[config.mk]
export PLATFORM = sky130hd
export DESIGN_NAME = grid_automaton_generation_step_unit
export DESIGN_NICKNAME = d
export VERILOG_FILES = /design/src/rtl/gasu_pkg.sv /design/src/rtl/grid_automaton_generation_step_unit.sv /design/src/rtl/gasu_cell.sv /design/src/rtl/gasu_array.sv
export SDC_FILE = /design/constraint.sdc
export NUM_CORES = 1
export LEC_CHECK = 0
export BUFFER_PORTS_ARGS = -buffer_cell sky130_fd_sc_hd__buf_2
export CAP_MARGIN = 20
export CORE_MARGIN = 2
export CORE_UTILIZATION = 39
export CTS_BUF_LIST = sky130_fd_sc_hd__clkbuf_8 sky130_fd_sc_hd__clkbuf_16
export CTS_CLUSTER_SIZE = 8
export DETAILED_ROUTE_END_ITERATION = 8
export GPL_TIMING_DRIVEN = 0
export SETUP_SLACK_MARGIN = 0.05
export SLEW_MARGIN = 10
export SYNTH_ARGS = -nofsm -noshare
export SYNTH_HDL_FRONTEND = slang
export SYNTH_SLANG_ARGS = --single-unit
[constraint.sdc]
create_clock -name clk -period 8.49 [get_ports clk]
set_input_delay 1.2735 -clock clk [delete_from_list [all_inputs] [get_ports clk]]
set_output_delay 1.2735 -clock clk [all_outputs]
set_load 0.005 [all_outputs]
[src/rtl/gasu_pkg.sv]
// ----------------------------------------------------------------------------
// gasu_pkg
// Shared constants and types for the grid automaton generation step unit.
// ----------------------------------------------------------------------------
`default_nettype none

package gasu_pkg;

	localparam int SIDE   = 8;
	localparam int CELLS  = SIDE * SIDE;
	localparam int GRID_W = 64;

	typedef enum logic {
		KIND_LOAD    = 1'b0,
		KIND_ADVANCE = 1'b1
	} kind_t;

	typedef struct packed {
		logic en;
		logic load;
	} cell_ctrl_t;

endpackage

`default_nettype wire

[src/rtl/grid_automaton_generation_step_unit.sv]
// ----------------------------------------------------------------------------
// grid_automaton_generation_step_unit
// Bounded B12/S12 life-like automaton on an 8x8 grid, one cell per register.
// ----------------------------------------------------------------------------
// Input channel (in_valid/in_ready): kind selects load of grid_word or one
// generation step; only the low SIDE*SIDE bits of grid_word are used.
// Output channel (out_valid/out_ready): grid_out is the packed grid after the
// item, first cell in the most significant bit, upper bits zero.
// Every item gives exactly one result, written to the output register, or to
// the skid register while a result waits. Throughput is one item per cycle
// while in_ready is high: all cells update in parallel from their registered neighbours.
// Results sit in an output register backed by one skid register; the unit
// keeps accepting items while one result waits, and drops in_ready only
// when both hold a result the receiver has not taken.
// Reset clears all cells to dead and empties both result registers.
// ----------------------------------------------------------------------------
`default_nettype none

module grid_automaton_generation_step_unit
	import gasu_pkg::*;
(
	input  logic              clk,
	input  logic              arst_n,
	input  logic              in_valid,
	output logic              in_ready,
	input  logic              kind,
	input  logic [GRID_W-1:0] grid_word,
	output logic              out_valid,
	input  logic              out_ready,
	output logic [GRID_W-1:0] grid_out
);

	cell_ctrl_t        ctrl;
	logic [CELLS-1:0]  next_grid;
	logic [GRID_W-1:0] new_res;
	logic              push;
	logic              pop;

	logic [GRID_W-1:0] out_q;
	logic              out_valid_q;
	logic [GRID_W-1:0] skid_q;
	logic              skid_valid_q;

	assign in_ready  = !skid_valid_q;
	assign push      = in_valid && in_ready;
	assign pop       = out_valid_q && out_ready;
	assign ctrl.en   = push;
	assign ctrl.load = (kind_t'(kind) == KIND_LOAD);

	gasu_array u_array (
		.clk       (clk),
		.arst_n    (arst_n),
		.ctrl      (ctrl),
		.load_grid (grid_word[CELLS-1:0]),
		.next_grid (next_grid)
	);

	assign new_res = GRID_W'(next_grid);

	always_ff @(posedge clk or negedge arst_n) begin
		if (!arst_n) begin
			out_valid_q  <= 1'b0;
			skid_valid_q <= 1'b0;
		end else begin
			if (pop) begin
				if (skid_valid_q) begin
					skid_valid_q <= 1'b0;
				end else if (!push) begin
					out_valid_q <= 1'b0;
				end
			end else if (push) begin
				if (!out_valid_q) begin
					out_valid_q <= 1'b1;
				end else begin
					skid_valid_q <= 1'b1;
				end
			end
		end
	end

	always_ff @(posedge clk) begin
		if (pop) begin
			if (skid_valid_q) begin
				out_q <= skid_q;
			end else if (push) begin
				out_q <= new_res;
			end
		end else if (push) begin
			if (!out_valid_q) begin
				out_q <= new_res;
			end else begin
				skid_q <= new_res;
			end
		end
	end

	assign out_valid = out_valid_q;
	assign grid_out  = out_q;

	a_skid_behind_out: assert property (@(posedge clk) disable iff (!arst_n)
		skid_valid_q |-> out_valid_q)
		else $error("skid holds an item while output register is empty");

	a_accept_gives_result: assert property (@(posedge clk) disable iff (!arst_n)
		push |=> out_valid_q)
		else $error("accepted item produced no pending result");

	a_load_direct: assert property (@(posedge clk) disable iff (!arst_n)
		(push && !kind && !out_valid_q) |=>
			(out_q == GRID_W'($past(grid_word[CELLS-1:0]))))
		else $error("loaded grid not returned");

endmodule

`default_nettype wire

[src/rtl/gasu_cell.sv]
// ----------------------------------------------------------------------------
// gasu_cell
// One grid cell: holds its state, counts live neighbours, applies B12/S12.
// ----------------------------------------------------------------------------
`default_nettype none

module gasu_cell
	import gasu_pkg::*;
(
	input  logic       clk,
	input  logic       arst_n,
	input  cell_ctrl_t ctrl,
	input  logic       load_bit,
	input  logic [7:0] nbr,
	output logic       state,
	output logic       next_state
);

	logic       state_q;
	logic [3:0] live;

	assign live = 4'($countones(nbr));

	always_comb begin
		if (ctrl.load) begin
			next_state = load_bit;
		end else begin
			next_state = (live == 4'd1) || (live == 4'd2);
		end
	end

	always_ff @(posedge clk or negedge arst_n) begin
		if (!arst_n) begin
			state_q <= 1'b0;
		end else if (ctrl.en) begin
			state_q <= next_state;
		end
	end

	assign state = state_q;

endmodule

`default_nettype wire

[src/rtl/gasu_array.sv]
// ----------------------------------------------------------------------------
// gasu_array
// SIDE by SIDE mesh of cells wired to their eight neighbours, dead past edges.
// ----------------------------------------------------------------------------
`default_nettype none

module gasu_array
	import gasu_pkg::*;
(
	input  logic             clk,
	input  logic             arst_n,
	input  cell_ctrl_t       ctrl,
	input  logic [CELLS-1:0] load_grid,
	output logic [CELLS-1:0] next_grid
);

	logic [CELLS-1:0] cur_grid;

	for (genvar r = 0; r < SIDE; r++) begin : g_row
		for (genvar c = 0; c < SIDE; c++) begin : g_col
			localparam int POS = CELLS - 1 - (r * SIDE + c);
			logic [7:0] nbr;

			for (genvar k = 0; k < 9; k++) begin : g_nbr
				localparam int RR = r + k / 3 - 1;
				localparam int CC = c + k % 3 - 1;
				localparam int IX = (k < 4) ? k : k - 1;
				if (k != 4) begin : g_tap
					if (RR >= 0 && RR < SIDE && CC >= 0 && CC < SIDE) begin : g_in
						assign nbr[IX] = cur_grid[CELLS - 1 - (RR * SIDE + CC)];
					end else begin : g_edge
						assign nbr[IX] = 1'b0;
					end
				end
			end

			gasu_cell u_cell (
				.clk        (clk),
				.arst_n     (arst_n),
				.ctrl       (ctrl),
				.load_bit   (load_grid[POS]),
				.nbr        (nbr),
				.state      (cur_grid[POS]),
				.next_state (next_grid[POS])
			);
		end
	end

endmodule

`default_nettype wire

# Yosys cells after proc, flatten, opt, wreduce, memory -nomap -nowiden
# Index checks and enable logic that the tools add are counted.
dict set report word_totals {
  out_inout_bits 66
  register_bits 194
  input_bits 69
}
dict set report op_classes {
  n_eq_ne 131
  n_mux 76
  add_sub_neg 258
  n_reduce_logical 74
  n_bitwise 1
}
# op n
set ops {}
lappend ops {{2-to-1 mux 64 bit} 5}
lappend ops {{adder 2 x 2 -> 3 bit} 84}
lappend ops {{== test 4 x 1 -> 1 bit (second input constant)} 63}
lappend ops {{== test 4 x 2 -> 1 bit (second input constant)} 63}
lappend ops {{adder 1 x 1 -> 2 bit} 98}
lappend ops {{adder 4 bit} 31}
lappend ops {{2-to-1 mux 1 bit} 71}
lappend ops {{logical OR 1 bit} 64}
lappend ops {{adder 4 x 3 -> 4 bit} 10}
lappend ops {{adder 4 x 1 -> 4 bit} 8}
lappend ops {{adder 1 x 4 -> 4 bit} 6}
lappend ops {{adder 1 x 2 -> 3 bit} 7}
lappend ops {{adder 2 x 1 -> 3 bit} 6}
lappend ops {{adder 2 x 3 -> 4 bit} 3}
lappend ops {{adder 4 x 2 -> 4 bit} 3}
lappend ops {{AND reduction 3 bit} 3}
lappend ops {{!= test 2 bit (second input constant)} 3}
lappend ops {{nonzero test 2 bit} 3}
lappend ops {{adder 1 x 3 -> 4 bit} 1}
lappend ops {{adder 2 x 4 -> 4 bit} 1}
lappend ops {{== test 3 x 1 -> 1 bit (second input constant)} 1}
lappend ops {{== test 3 x 2 -> 1 bit (second input constant)} 1}
lappend ops {{logical AND 1 bit} 2}
lappend ops {{AND reduction 2 bit} 1}
lappend ops {{other kinds (2)} 2}

# Depth between registers and ports, before layout
dict set report logic_depth {
  depth_word 9
  depth_mapped 13
  ltp_nobuf 13
}

# Modules after synthesis
# From an unflattened synthesis, not the netlist that was laid out.
dict set report hier_totals {
  hier_cells 2262
  hier_area_um2 21252.9
}
# module instances area_per_inst_um2 cells_per_inst seq_area_each_um2
set modules_own_cells {}
lappend modules_own_cells {gasu_cell 64 257.7 32 25.0}
lappend modules_own_cells {grid_automaton_generation_step_unit 1 4753.3 213 3893.7}
lappend modules_own_cells {gasu_array 1 3.8 1 0.0}

# Worst setup path after synthesis
# Ideal clock, no wire load.
dict set report synth_timing {
  kind {input -> register}
  startpoint {input port in_valid}
  endpoint {register out_q[0] (netlist: grid_out[0]) (enable)}
  arrival_ns 4.978
  cell_stages 5
  slack_ns 3.005
  required_ns 7.983
  setup_time_ns 0.507
  path_cell_list {nor2b_1 -> buf_2 -> clkbuf_1 -> a21oi_1 -> a21oi_1}
}
dict set report synth_between {
  elab_chain_len 3
  elab_cells_between_ends 4
  cone_classes {reduce/logical (4)}
}
# item line_no
set synth_rtl {}
lappend synth_rtl {{from (decl)} grid_automaton_generation_step_unit.sv:24} ;# input logic in_valid,
lappend synth_rtl {{logical AND 1 bit (*)} grid_automaton_generation_step_unit.sv:45} ;# assign push = in_valid && in_ready;
lappend synth_rtl {{nonzero test 2 bit (no line)} --}
lappend synth_rtl {{AND reduction 3 bit (no line) (*)} --}
lappend synth_rtl {{to (signal assigned)} grid_automaton_generation_step_unit.sv:84} ;# out_q <= skid_q;
lappend synth_rtl {{to (signal assigned)} grid_automaton_generation_step_unit.sv:86} ;# out_q <= new_res;
lappend synth_rtl {{to (signal assigned)} grid_automaton_generation_step_unit.sv:90} ;# out_q <= new_res;
lappend synth_rtl {{to (decl)} grid_automaton_generation_step_unit.sv:39} ;# logic [GRID_W-1:0] out_q;
# Mark *: on every way between the ends. The rest lies on a longest branch, timed or not.
# A chain may end at the register's enable or synchronous reset.

# Worst setup path in the final report
dict set report layout_timing {
  startpoint {register u_array.g_row[5].g_col[6].u_cell.state_q}
  endpoint {register out_q[9] (netlist: grid_out[9]), data pin}
}
dict set report layout_between {
  elab_chain_len 9
  elab_cells_between_ends 12
  cone_classes {add/sub (3); eq/ne (2); mux (6); reduce/logical (1)}
}
# item line_no
set layout_rtl {}
lappend layout_rtl {{from (decl)} gasu_cell.sv:19} ;# logic state_q;
lappend layout_rtl {{from (signal assigned)} gasu_cell.sv:36} ;# state_q <= next_state;
lappend layout_rtl {{adder 1 x 1 -> 2 bit (not written as such) (*)} gasu_cell.sv:22} ;# assign live = 4'($countones(nbr));
lappend layout_rtl {{adder 2 x 2 -> 3 bit (not written as such) (*)} gasu_cell.sv:22}
lappend layout_rtl {{adder 4 x 3 -> 4 bit (not written as such) (*)} gasu_cell.sv:22}
lappend layout_rtl {{== test 4 x 1 -> 1 bit or == test 4 x 2 -> 1 bit (tied branches)} gasu_cell.sv:28} ;# next_state = (live == 4'd1) || (live == 4'd2);
lappend layout_rtl {{logical OR 1 bit (*)} gasu_cell.sv:28}
lappend layout_rtl {{2-to-1 mux 1 bit (*)} gasu_cell.sv:25} ;# if (ctrl.load) begin
lappend layout_rtl {{2-to-1 mux 64 bit (on tied branches)} {grid_automaton_generation_step_unit.sv:89, grid_automaton_generation_step_unit.sv:85}}
lappend layout_rtl {{2-to-1 mux 64 bit (on tied branches)} {grid_automaton_generation_step_unit.sv:88, grid_automaton_generation_step_unit.sv:83}}
lappend layout_rtl {{2-to-1 mux 64 bit (*)} grid_automaton_generation_step_unit.sv:82} ;# if (pop) begin
# Mark *: on every way between the ends. The rest lies on a longest branch, timed or not. The select of a mux whose other input is x is not followed.

==> flow_metrics.py <==
metrics = {
    "run_status": {
        "status": "finished clean",
    },
    "floorplanning": {
        "rows": 77,
        "initial_core_util_pct": 39.7,
        "dieArea_um2": 47000,
        "die_h_um": 217,
        "core_area_um2": 44400,
        "die_w_um": 217,
        "boundaryPins": 135,
    },
    "detailed_routing": {
        "firstDrtPassIters": 5,
        "vias": 11392,
        "drt-wirelength-per-cell_um": 19.5,
        "drc": 0,
        "route.met2.wl_um": 21500,
        "viasPerCell": 5.02,
        "top_layer": "met4",
        "met3_length_um": 1250,
        "met1Wirelength_um": 20600,
        "ant_nets": 0,
        "wirelength_um": 44200,
        "drt_iter0_markers": 574,
    },
    "critical_path": {
        "crit_path_max_fanout": 7,
        "crit_type": "register to register",
        "worstPathRequired_ps": 8690,
        "arrival_ps": 3920,
        "rrSetupSlack_ps": 4770,
        "cp-start-kind": "register",
        "cp-end-kind": "register",
    },
    "global_route": {
        "overflow": 0,
        "grt_util_all_layers_pct": 19.9,
        "grt_max_degree": 44,
        "grt_pass1_wl_um": 70700,
        "antenna_found_initial": 3,
        "grt_pass1_vias": 12424,
    },
    "sta": {
        "worstMarginPinSlew_ps": 885,
        "finClkSkew_ps": 14.5,
        "finalHoldViolCount": 0,
        "fin_crit_sh_pct": 43.9,
        "max_freq_ghz": 0.269,
        "setup_violations": 0,
        "rsz0062_at_grt": "false",
        "fin_crit_ps": 3720,
        "max_slew_margin_pct": 39.5,
        "finalSetupTns_ps": 0,
        "drv_slew": 0,
    },
    "finish": {
        "fillers": 4133,
        "final_common_cell": "ha_1",
        "drive_gt1_share_pct": 18.4,
        "fin_nets": 2211,
        "area_growth_pct": 11.9,
        "layout_common_cells": "ha_1 (321), inv_1 (316), fa_1 (157), buf_2 (151), edfxtp_1 (128)",
    },
    "logic_synthesis": {
        "yosys.area.top_type": "ha_1",
        "yosys-top-cells-area": "ha_1 (23%), edfxtp_1 (22%), fa_1 (18%)",
        "netlist_instances": 1507,
        "avgSynthCellArea_um2": 11.7,
        "synth.distinct_cells": 34,
        "synth_top_area_share_pct": 22.8,
        "ys_ff_latch": 194,
        "netlist_area_um2": 17700,
        "syn_nets": 2054,
        "ys_seq_area_share_pct": 31.1,
        "ys_warn_count": 0,
    },
    "placement": {
        "placement.io_buffers": 134,
        "routabilityCongestion": 0.842,
        "hpwlAfterDp_um": 35700,
    },
    "clock_network": {
        "htree_levels": 4,
        "cts_tree": "built",
        "clockBufferDepth": 2,
        "post_cts_buffers": 0,
        "cts_resized": 0,
        "clk-insertion-delay-late_ps": 480,
        "clk_pin_slew_ps": 70,
        "postCtsHoldBufs": 0,
        "cts-root-buf": "clkbuf_16",
        "cts_sinks": 194,
        "cts_made_buffers": 17,
    },
    "min_path": {
        "worstHoldPathType": "register to register",
    },
    "flow_run": {
        "maxCapViolations": 0,
    },
}
flip-flops by register name, summed over array words and instances, names as in the netlist:
register and flops:
skid_valid_q 1, u_array.g_row.g_col.u_cell.state 64, grid_out 64, out_valid 1, skid_q 64
worst max-delay path: stages (launching register included):
cell,delay (ps)
dfrtp_1,510
ha_1,380
ha_1,220
fa_1,480
inv_1,60
fa_1,470
inv_1,40
ha_1,180
inv_1,60
fa_1,410
nand3_1,90
nor2_1,110
a21oi_1,320
a21oi_1,120
kinds of logic after synthesis:
| family | Yosys count | share of synthesized area [%] |
|---|---|---|
| compound gates | 198 | 8.60 |
| xor+xnor | 64 | 3.18 |
| fa+ha+maj | 478 | 40.6 |
| buf+inv | 348 | 7.70 |
| flops | 194 | 31.1 |
| mux | 88 | 5.61 |
| simple gates | 137 | 3.23 |
final cells by class:
cell class | instances | area, um2 | area share, %
inverters | 316 | 1190 | 6.01
repair buffers | 138 | 761 | 3.85
clock inverters | 13 | 125 | 0.633
multi-input cells | 965 | 10800 | 54.8
plain buffers | 32 | 173 | 0.874
diodes | 1 | 2.50 | 0.0127
well taps | 592 | 741 | 3.75
clock buffers | 19 | 453 | 2.29
flip-flops and latches | 194 | 5500 | 27.8
synth_stat cells, drive strengths merged:
cell type and n:
ha 321, inv 316, fa 157, edfxtp 128, mux2 88, a21oi 71
dfrtp 66, nor2 54, nand2 52, xnor2 32, xor2 32, o2bb2ai 29
buf 26, a31oi 22, a211oi 16, a31o 15, a32o 15, a2111o 14
nand3 13, and3 9, a21boi 7, clkbuf 6, a211o 4, nand2b 4
nor3 4, a2111oi 3, o21ai 2, nor2b 1
final timing paths:
kind | from | to | depth (start not counted)
min in group asynchronous | arst_n | u_array.g_row[7].g_col[2].u_cell.state | 1
min | skid_q[42] | grid_out[42] | 1
max reg2reg | u_array.g_row[5].g_col[6].u_cell.state | grid_out[9] | 13
max | u_array.g_row[5].g_col[6].u_cell.state | grid_out[9] | 13
max in group asynchronous | arst_n | u_array.g_row[2].g_col[6].u_cell.state | 2
min reg2reg | skid_q[42] | grid_out[42] | 1
per-stage QoR:
step | utilization, % | area [um2] | instances | worst slack [ps] | hold slack [ps]
after floorplan | - | 17700 | 1507 | 3010 | 501
after global placement | 42.9 | 19100 | 2233 | 426 | 532
after detailed placement | 43.2 | 19200 | 2237 | 4710 | 534
after CTS | 44.5 | 19700 | 2269 | 4710 | 553
after global routing | 44.5 | 19700 | 2269 | 4590 | 564
final | 44.5 | 19800 | 2270 | 4770 | 548
layer usage:
layer	global-route usage, %	vias to the layer above
met4	5.53	0
met3	2.99	35
met2	33.4	170
met5	0	-
met1	26.8	5733
li1	-	5454
Power is left out: the tool's default activity adds up to more than one toggle a clock period on the data nets, which glitch-free logic cannot reach.
